File: config.mk
export PLATFORM = sky130hd
export DESIGN_NAME = mee_fifo
export DESIGN_NICKNAME = d
export VERILOG_FILES = /design/src/sv/mee_fifo.sv
export SDC_FILE = /design/constraint.sdc
export NUM_CORES = 1
export LEC_CHECK = 0
export ABC_CLOCK_PERIOD_IN_PS = 3530
export BUFFER_PORTS_ARGS = -buffer_cell sky130_fd_sc_hd__buf_4
export CAP_MARGIN = 20
export CELL_PAD_IN_SITES_DETAIL_PLACEMENT = 1
export CELL_PAD_IN_SITES_GLOBAL_PLACEMENT = 1
export CORE_ASPECT_RATIO = 0.75
export CORE_UTILIZATION = 51
export DETAILED_ROUTE_END_ITERATION = 16
export GPL_TIMING_DRIVEN = 0
export PLACE_DENSITY_LB_ADDON = 0.1
export SLEW_MARGIN = 25
export SYNTH_ARGS = -nofsm -noshare
export SYNTH_HDL_FRONTEND = slang
export SYNTH_SLANG_ARGS = --single-unit
File: constraint.sdc
create_clock -name clk_i -period 3.53 [get_ports clk_i]
set_clock_uncertainty 0.05 [all_clocks]
set_input_delay 0.1765 -clock clk_i [delete_from_list [all_inputs] [get_ports clk_i]]
set_output_delay 0.1765 -clock clk_i [all_outputs]
set_load 0.05 [all_outputs]
File: src/sv/mee_fifo.sv
module mee_fifo #(
  parameter int unsigned W     = 8,
  parameter int unsigned DEPTH = 4
) (
  input  logic         clk_i,
  input  logic         rst_ni,
  input  logic         push_i,
  output logic         full_o,
  input  logic [W-1:0] wdata_i,
  input  logic         pop_i,
  output logic         empty_o,
  output logic [W-1:0] rdata_o
);
  localparam int unsigned AW = (DEPTH > 1) ? $clog2(DEPTH) : 1;
  localparam int unsigned CW = $clog2(DEPTH + 1);

  logic [W-1:0]  mem_q [DEPTH];
  logic [AW-1:0] wp_q, rp_q;
  logic [CW-1:0] cnt_q;
  logic          do_push, do_pop;

  assign full_o  = (cnt_q == CW'(DEPTH));
  assign empty_o = (cnt_q == '0);
  assign do_push = push_i && !full_o;
  assign do_pop  = pop_i && !empty_o;
  assign rdata_o = mem_q[rp_q];

  always_ff @(posedge clk_i) begin
    if (do_push) mem_q[wp_q] <= wdata_i;
  end

  always_ff @(posedge clk_i or negedge rst_ni) begin
    if (!rst_ni) begin
      wp_q  <= '0;
      rp_q  <= '0;
      cnt_q <= '0;
    end else begin
      if (do_push) wp_q <= (wp_q == AW'(DEPTH - 1)) ? '0 : wp_q + 1'b1;
      if (do_pop)  rp_q <= (rp_q == AW'(DEPTH - 1)) ? '0 : rp_q + 1'b1;
      if (do_push && !do_pop) cnt_q <= cnt_q + 1'b1;
      else if (do_pop && !do_push) cnt_q <= cnt_q - 1'b1;
    end
  end
endmodule

-- Word-level counts from Yosys, hierarchy flattened
Memory sizes are Yosys's and may differ from the RTL's.
Cells that the tools add are included.
- add/sub/neg operators: 4
- equal/unequal tests: 3
- muxes and demuxes: 6
- reduce and logical (&&, ||, !) cells: 10
- operators with widths (kind ; number):
    3-bit 2-to-1 mux ; 2
    2-bit by 1-bit adder with 2-bit output, second input constant ; 2
    2-bit == test, second input constant ; 2
    1-bit logical AND ; 4
    1-bit logical NOT ; 4
    2-bit 2-to-1 mux ; 2
    3-bit by 1-bit adder with 3-bit output, second input constant ; 1
    3-bit == test, second input constant ; 1
    3-bit logical NOT ; 1
    3-bit by 1-bit subtractor with 3-bit output, second input constant ; 1
    1-bit 2-to-1 mux ; 2
    2-bit nonzero test ; 1
- register bits after elaboration: 7
- bits in writable memories: 32
- bits of input ports: 12
- word-level logic and storage cells: 27
- memories kept: 1
- memories (name ; depth ; bits a word ; read ports ; clocked after Yosys merged registers in ; wr ports ; line ; RTL):
    mem_q ; 4 ; 8 ; 1 ; 0 ; 1 ; 17 ; logic [W-1:0] mem_q [DEPTH];

-- Depth between registers and ports, before layout
Gate-level depths: netlist (run 1).
- word-level depth: 7
- depth in mapped cells: 9
- mapped depth without buffers: 8

-- Least setup slack after synthesis (run 1)
Ideal clock, no wire load.
- kind: register to register
- start point: register cnt_q[0]
- end point: register cnt_q[2]
- arrival: 2912 ps
- data required time: 3401 ps
- path slack: 489 ps
- cell stages (with the launch flop): 9
- path buffers: 0
- clock period less this slack: 3041 ps
- cell sequence: dfrtp_1 nor3_1 nand2b_4 ha_1 inv_1 fa_1 xor2_1 nor2_1 xor2_1
- cells in the longest elaborated chain, start to end: 6
- elaborated cells between the ends (all ways): 15
- RTL lines (what ; line ; RTL):
    start: declaration ; 19 ; logic [CW-1:0] cnt_q;
    start signal: assignment ; 40 ; if (do_push && !do_pop) cnt_q <= cnt_q + 1'b1;
    start signal: assignment ; 41 ; else if (do_pop && !do_push) cnt_q <= cnt_q - 1'b1;
    3-bit logical NOT * ; 23 ; assign empty_o = (cnt_q == '0);
    net empty_o ; 11 ; output logic empty_o,
    1-bit logical NOT * ; 25 ; assign do_pop = pop_i && !empty_o;
    1-bit logical AND * ; 25 ;
    1-bit logical NOT ; 40 ;
    1-bit logical AND ; 40 ;
    3-bit 2-to-1 mux / 2-bit nonzero test (equally long branches) ; - ;
Mark *: on every way through the listed nets, which the timed path passes. The rest lies on a longest branch. The select of a mux whose other input is x is not followed.
A chain may end at the register's enable or synchronous reset.

-- Worst setup path in the final report (run 1)
- start point: register cnt_q[0]
- end point: register cnt_q[2]
- cells in the longest elaborated chain, start to end: 6
- elaborated cells between the ends (all ways): 15
- RTL lines (what):
    parallel branches: the longest is 6 deep, another holds 3-bit by 1-bit subtractor with 3-bit output
Several ways; the timed one is not identified. The select of a mux whose other input is x is not followed.

==> flow_metrics.tcl, run 1 <==
set metrics [dict create \
    grt_usage_pct 21.64 \
    power_mw 1.814 \
    timing.final.crit_share_pct 61.30 \
    cts_tree "yes" \
    cts_buffers 5 \
    slew_violations 0 \
    synth_area_um2 1620 \
    synth_most_common_cell "edfxtp_1" \
    grt_start_max_net_pins 13 \
    grt_pass1_vias 928 \
    synth_top_area_share_pct 59.31 \
    cts_buffer_depth 2 \
    postSynth.asyncResetShare_pct 17.95 \
    synth_top_flop_cell "edfxtp_1" \
    yosysWarnings 0 \
    clock_latency_ps 300 \
    avgSynthCellArea_um2 20.51 \
    core_um2 2978 \
    worst_pin_slew_ps 572.2 \
    start_kind "flip-flop" \
    start_util_pct 54.41 \
    grt_first_pass_wirelength_mm 4.657 \
    area_growth_pct 18.53 \
    cp_data_arrival_time_ps 2340 \
    r2r_slack_ps 1370 \
    wl_mm 3.004 \
    rows 17 \
    maxCapViolations 0 \
    final_layout_size_suffix_gt1_share_pct 45.87 \
    routabilityCongestion 0.6520 \
    cts_max_level 2 \
    hold_viol 0 \
    clk_pin_slew_ps 80 \
    fmax_mhz 462.2 \
    hold_buffers 1 \
    rr_startpoint "cnt_q[0]" \
    setup_viol 0 \
    synth_edf_count 32 \
    end_kind "flip-flop" \
    cts_sinks 39 \
    tns_ps 0 \
    wl_per_cell_um 20.44 \
    cp_max_fo 4 \
    holdCritStartpoint "wdata_i[5]" \
    io_buffers 21 \
    reg2reg_depth 8 \
    critPathRequiredTime_ps 3700 \
    netlist_top_cells_area "edfxtp_1 (59%), mux4_2 (11%), dfrtp_1 (11%), ha_1 (4.6%), mux2_2 (2.1%)" \
    synthesis.nets 98 \
    synth_area_leader_cell "edfxtp_1" \
    cts-root-buf "clkbuf_8" \
    cts_resized 0 \
    ir_drop_mv 0.4245 \
    ant_nets 0 \
    drc_errors 0 \
    synthDistinctLibCells 19 \
    leakage_nw 0.7271 \
    startpoint "cnt_q[0]" \
    yosys-top-cells-count "edfxtp_1 (32), mux4_2 (8), dfrtp_1 (7)" \
    relSlewSlack_pct 61.86 \
    status "finished, final reports clean" \
    drt-pass1-iter-count 4 \
    crit_path_end "cnt_q[2]" \
    rsz0062_at_grt "no" \
    grt_overflow 0 \
    dp.final_hpwl_mm 2.088 \
    period_needed_ps 2164 \
    criticalPathCategory "reg2reg" \
    die_h_um 50.82 \
    post_cts_buffers 0 \
    netlist_instances 79 \
    yosys_register_bits 39 \
    drt_iter0_markers 44 \
    antenna_found_initial 0 \
    die_x_um 67.09 \
    diodes 0 \
    powerDensity_nw_per_um2 944.6 \
    fin_nets 127 \
    via_count 798 \
    via_per_inst 5.429 \
    r2r_end "cnt_q[2]" \
    dieArea_um2 3409 \
    synth-seq-area-share_pct 70.12 \
    io_pins 22 \
    min_path_type "in2reg" \
]
## metrics by stage
step / instance area [um2] / setup WS (ps) / hold WS (ps) / util, % / std cells
floorplan: 1620 / 489.1 / -169.1 / - / 79
global placement: 1826 / 1498 / -54.93 / 61.30 / 138
detailed placement: 1826 / 1380 / -50.44 / 61.30 / 138
CTS: 1921 / 1329 / 18.09 / 64.50 / 147
global route: 1921 / 1145 / 18.20 / 64.50 / 147
finish: 1921 / 1366 / 21.02 / 64.50 / 147
## where the power goes
| group | switching, mW | leakage (nW) | total (mW) | internal (mW) |
|---|---|---|---|---|
| Combinational | 0.493 | 0.310 | 0.822 | 0.330 |
| Clock | 0.159 | 0.0412 | 0.297 | 0.138 |
| Sequential | 0.0707 | 0.375 | 0.695 | 0.624 |
## worst min path at each step
stage	endpoint	slack, ps	cells after the start
floorplan	cnt_q[0]	-170	0
global placement	cnt_q[0]	-50	1
detailed placement	cnt_q[0]	-50	1
CTS	mem_q[0][5]	20	1
global route	mem_q[0][5]	20	1
finish	mem_q[0][5]	20	1
## kinds of logic (layout without fill, tap and decap cells)
logic type / after synthesis / count (layout) / share of synthesized area, %
adders and majority gates: 7 / 7 / 5.869
xor gates and xnor gates: 3 / 3 / 1.622
and+or+nand+nor: 11 / 11 / 5.405
DFF: 39 / 39 / 70.12
muxes: 13 / 13 / 15.06
buffers and inverters: 6 / 36 / 1.930
## registers in the layout (all words and copies together), names as in the netlist
name   count
wp_q       2
mem_q     32
cnt_q      3
rp_q       2
## per-layer routing
metal	GRT usage, %	routed length (um)
met5	0	0
met4	11.35	61
met3	7.366	123
met2	36.83	1654
met1	23.80	1163
## critical path: stages, from the launching register on
cell	delay, ps
dfrtp_1	470
nor3_1	260
nand2b_4	190
ha_1	190
inv_1	70
fa_1	390
xor2_1	160
nor2_1	150
xor2_1	170
## cell type report
class	count	area [um2]
Buffer	3	20.02
Multi-Input combinational cell	34	452.9
Tap cell	38	47.55
Timing Repair Buffer	22	167.7
Clock buffer	6	72.57
Inverter	3	11.26
Fill cell	265	1057
Clock inverter	2	12.51
Sequential cell	39	1136
## layout by cell type, fill, tap and decap left out, types with 2 or more instances in the layout
cell type / n
xor2_1: 2
and2_2: 4
ha_1: 6
clkbuf_8: 5
inv_1: 3
mux2_4: 2
dfrtp_1: 7
mux2_2: 3
mux4_2: 8
buf_4: 21
edfxtp_1: 32
nor2_1: 3
(Power assumes the default switching activity.)
==> run 2, diff against run 1 <==
- ABC_CLOCK_PERIOD_IN_PS: 3530 -> 2100
- CORE_UTILIZATION: 51 -> 48
- clock period: 3.53 -> 2.1 ns (I/O delays scaled with it)
==> run 2 against run 1 <==
Compared with the run above:
- final cell count is 8.8% higher
- hold slack better by 88 ps
- count of clock-buffer cells in the layout stayed put
- total power is 85% higher
- final area is 10% higher
- routed wire length is 12% lower
- critical path depth is 1 higher
- clock power is 140% higher
- sequential share of layout area is 5.2 points lower
- register-to-register slack worse by 1300 ps
- core utilization is 4.0 points higher
==> flow_metrics.tcl, run 2 (synthesized netlist as in run 1, its figures left out) <==
set metrics [dict create \
    core_um2 3084 \
    pwr-share-seq_pct 35.1 \
    post-route-util_pct 68.52 \
    cpMostUsedCell "xor2_1" \
    critPathRequiredTime_ps 2260 \
    end_kind "flip-flop" \
    timing.final.crit_share_pct 95.22 \
    rows 17 \
    fin_nets 140 \
    start_kind "flip-flop" \
    io_pins 22 \
    cts_buffer_depth 2 \
    dieArea_um2 3614 \
    diodes 0 \
    top_usage_layer "met2" \
    area_growth_pct 30.42 \
    cts_tree "yes" \
    relSlewSlack_pct 62.78 \
    io_buffers 21 \
    via_per_inst 5.075 \
    period_needed_ps 2000 \
    fmax_mhz 500.1 \
    wl_per_cell_um 16.47 \
    place_area_um2 1851 \
    wl_mm 2.635 \
    via_count 812 \
    grt_usage_pct 16.97 \
    powerDensity_nw_per_um2 1584 \
    cts_sinks 39 \
    grt_start_max_net_pins 13 \
    postLayoutCellArea_um2 2113 \
    slew_violations 0 \
    comb_power_share_pct 43.3 \
    critical_path.cell_chain "nor3b_4 > nor2b_2 > buf_6 > ha_4 > inv_2 > fa_1 > xor2_1 > nor2_1 > xor2_1" \
    grt_first_pass_wirelength_mm 4.236 \
    criticalPathCategory "reg2reg" \
    grt_pass1_vias 882 \
    p_sw_mw 1.194 \
    maxCapViolations 0 \
    ir_drop_mv 0.8793 \
    cts_max_level 2 \
    worst_pin_slew_ps 558.3 \
    clock_latency_ps 290 \
    leakage_nw 0.8088 \
    p_sw_share_pct 35.67 \
    cp_data_arrival_time_ps 2160 \
    clk_pin_slew_ps 80 \
    cts_buffers 5 \
    drc_errors 0 \
    crit_slowest_cell "dfrtp_2" \
    p_clk_share_pct 21.5 \
    setup_viol 0 \
    die_x_um 69.09 \
    hold_viol 0 \
    mostFrequentLayoutCells "edfxtp_1 (32), buf_4 (26), dlygate4sd3_1 (9), mux4_2 (8)" \
    start_util_pct 52.54 \
    antenna_found_initial 0 \
    status "finished, final reports clean" \
    drt_iter0_markers 50 \
    use_met2_pct 27.51 \
    cp_max_fo 4 \
    final_layout_size_suffix_gt1_share_pct 50.00 \
    grt_overflow 0 \
    mostFrequentLayoutCell "edfxtp_1" \
    routabilityCongestion 0.6555 \
    reg_top3 "mem_q: 32 flops, cnt_q: 3 flops" \
    cts-root-buf "clkbuf_8" \
    largest_reg_flops 32 \
    ant_nets 0 \
    min_path_type "in2async" \
    dp.final_hpwl_mm 1.857 \
    use_met1_pct 20.87 \
    p_int_mw 2.154 \
    max_stage_delay_ps 430 \
    die_h_um 52.32 \
    top_register "mem_q" \
    drt-pass1-iter-count 4 \
    use_met3_pct 5.192 \
]
run 2: cell count changes in the layout (fill, tap and decap cells not counted), moves of 2 or more:
cell / before / now
bufinv_16: 0 / 2
dfrtp_1: 7 / 4
buf_4: 21 / 26
dlygate4sd3_1: 1 / 9
dfrtp_2: 0 / 3
run 2: cell type report:
class	instances	area, um2
multi-input combinational	34	476.7
buffer	3	20.02
clock inverter	2	60.06
clock buffer	6	72.57
tap	38	47.55
sequential	39	1140
timing repair buffer	35	285.3
fill	264	970.9
inverter	3	11.26
run 2: timing repair:
item | CTS | global route
hold buffers | 9 | 0
resized for setup | 0 | 2
endpoints found under the setup margin | 0 | 1
hold endpoints to repair | 39 | 0
buffers inserted | 0 | 5
run 2: worst paths after layout:
check                          from        to  slack, ps  cells past startpoint
setup / recovery           cnt_q[2]  cnt_q[2]        100                      9
hold / removal               rst_ni   rp_q[1]        110                      2
setup reg to reg           cnt_q[2]  cnt_q[2]        100                      9
hold reg to reg             wp_q[1]   wp_q[1]        530                      1
max in group asynchronous    rst_ni  cnt_q[2]       1750                      2
min in group clk_i            pop_i   rp_q[1]        140                      3
run 2: critical path: cells and delay by family (launching register included):
kind / cells / cell delay [ps]
xor+xnor: 2 / 310
fa+ha+maj: 2 / 510
buf+inv: 2 / 160
flops: 1 / 430
simple gates: 3 / 450
run 2: power groups by stage:
stage	Sequential (mW)	Combinational [mW]	Clock, mW
2_1_floorplan	1.16	1.06	0
3_3_place_gp	1.18	1.36	0
3_5_place_dp	1.20	1.39	0
4_1_cts	1.18	1.41	0.737
5_1_grt	1.20	1.55	0.759
6_report	1.18	1.45	0.721
run 2: routing by layer:
layer	vias up	wire, um
li1	383	-
met1	408	1203
met2	16	1293
met3	5	91
met4	0	46
met5	-	0
run 2: metrics by stage:
stage | setup TNS, ps | hold slack, ps | power [mW] | std cells | setup slack [ps]
floorplan | -273.6 | -240.6 | 2.223 | 79 | -145.6
global placement | 0 | -125.4 | 2.536 | 138 | 156.5
detailed placement | 0 | -124.2 | 2.587 | 138 | 98.38
CTS | 0 | 94.65 | 3.325 | 155 | 65.71
global route | -22.09 | 112.7 | 3.504 | 160 | -22.09
finish | 0 | 109.4 | 3.348 | 160 | 100.3
==> run 3, diff against run 2 <==
- PLACE_DENSITY: not set -> 0.87
- PLACE_DENSITY_LB_ADDON: 0.1 -> not set
==> run 3 against run 2 <==
Compared with the run above:
- routed wire length increased by 11%
- highest routed layer unchanged
- die area stayed put
- register-to-register slack got worse by 20 ps
- fmax shrank 0.94%
- critical endpoint unchanged
- largest cell class unchanged
- critical path type unchanged
==> flow_metrics.tcl, run 3 (synthesized netlist as in run 1, its figures left out) <==
set metrics [dict create \
    status "finished, final reports clean" \
    largest_reg_flops 32 \
    drt-pass1-iter-count 4 \
    drt_iter0_markers 73 \
    powerDensity_nw_per_um2 1560 \
    maxCapViolations 0 \
    cts_buffer_depth 2 \
    rr_startpoint "cnt_q[2]" \
    cts_buffers 5 \
    fin_nets 135 \
    criticalPathCategory "reg2reg" \
    cts_max_level 2 \
    postLayoutCellArea_um2 2043 \
    reg_top3 "mem_q: 32 flops, cnt_q: 3 flops" \
    ir_drop_mv 0.8472 \
    hold_buffers 9 \
    worst_pin_slew_ps 540.7 \
    final_layout_size_suffix_gt1_share_pct 45.69 \
    via_per_inst 5.188 \
    mostFrequentLayoutCell "edfxtp_1" \
    ant_nets 0 \
    worst_hold_slack_ps 117.4 \
    use_met3_pct 4.615 \
    end_kind "flip-flop" \
    start_kind "flip-flop" \
    grt_usage_pct 18.20 \
    slew_violations 0 \
    die_h_um 52.32 \
    rows 17 \
    dp.final_hpwl_mm 2.153 \
    mostFrequentLayoutCells "edfxtp_1 (32), buf_4 (21), dlygate4sd3_1 (9), mux4_2 (8), dfrtp_1 (6)" \
    rsz0062_at_grt "no" \
    min_path_type "in2async" \
    cts_resized 0 \
    grt_pass1_vias 917 \
    cts_sinks 39 \
    critPathRequiredTime_ps 2260 \
    wl_mm 2.932 \
    grt_first_pass_wirelength_mm 4.540 \
    grt_start_max_net_pins 12 \
    cp_data_arrival_time_ps 2180 \
    reg2reg_depth 9 \
    routabilityCongestion 0.7537 \
    core_um2 3084 \
    leakage_nw 0.7726 \
    r2r_end "cnt_q[2]" \
    clk_pin_slew_ps 70 \
    timing.final.crit_share_pct 96.13 \
    wl_per_cell_um 19.04 \
    dieArea_um2 3614 \
    clock_latency_ps 290 \
    via_count 799 \
    post_cts_buffers 0 \
    use_met2_pct 31.88 \
    fmax_mhz 495.4 \
    start_util_pct 52.54 \
    die_x_um 69.09 \
    r2r_slack_ps 80 \
    top_register "mem_q" \
    cts_tree "yes" \
    place_area_um2 1851 \
    setup_viol 0 \
    area_growth_pct 26.10 \
    grt_overflow 0 \
    top_usage_layer "met2" \
    cp_max_fo 7 \
    cts-root-buf "clkbuf_8" \
    period_needed_ps 2019 \
    drc_errors 0 \
    tns_ps 0 \
    io_buffers 21 \
    antenna_found_initial 0 \
    diodes 0 \
    relSlewSlack_pct 63.95 \
    hold_viol 0 \
    post-route-util_pct 66.25 \
    use_met1_pct 21.76 \
    io_pins 22 \
]
## run 3: cell count changes in the layout (fill, tap and decap cells not counted)
cell       before  now
bufinv_16       2    1
buf_4          26   21
dfrtp_2         3    1
dfrtp_1         4    6
## run 3: through the flow
step,power (mW),std cells,worst slack [ps]
final,3.187,154,81.23
after global routing,3.322,154,4.104
after CTS,3.227,154,58.28
after detailed placement,2.627,138,102.6
after global placement,2.515,138,180.8
after floorplan,2.223,79,-145.6
## run 3: how the worst max path moves through the flow
stage / slack, ps / to / from
detailed placement: 100 / cnt_q[2] / cnt_q[2]
finish: 80 / cnt_q[2] / cnt_q[2]
floorplan: -150 / cnt_q[1] / cnt_q[0]
global route: 4 / cnt_q[2] / cnt_q[2]
global placement: 180 / cnt_q[2] / cnt_q[2]
CTS: 60 / cnt_q[2] / cnt_q[2]
## run 3: final cells by class
class,instances,area [um2]
repair buffers,30,247.7
inverters,3,11.26
clock inverters,1,30.03
multi-input cells,34,476.7
flip-flops and latches,39,1137
plain buffers,3,20.02
clock buffers,6,72.57
well taps,38,47.55
fillers,263,1041
## run 3: worst max-delay path, cell delays in order (launching register included)
cell and delay (ps):
dfrtp_1 440, nor3b_4 190, nor2b_2 130, buf_6 140, ha_4 150, inv_2 40, fa_1 370, xor2_1 160
nor2_1 130, xor2_1 150
## run 3: where the power goes
group          internal (mW)  total (mW)  switching (mW)
clock                  0.348       0.591           0.243
combinational          0.584        1.41           0.826
sequential              1.05        1.18           0.133
## run 3: routing by layer
metal | vias up | routed length (um)
li1 | 371 | -
met1 | 405 | 1289
met2 | 20 | 1505
met3 | 3 | 106
met4 | 0 | 30
met5 | - | 0
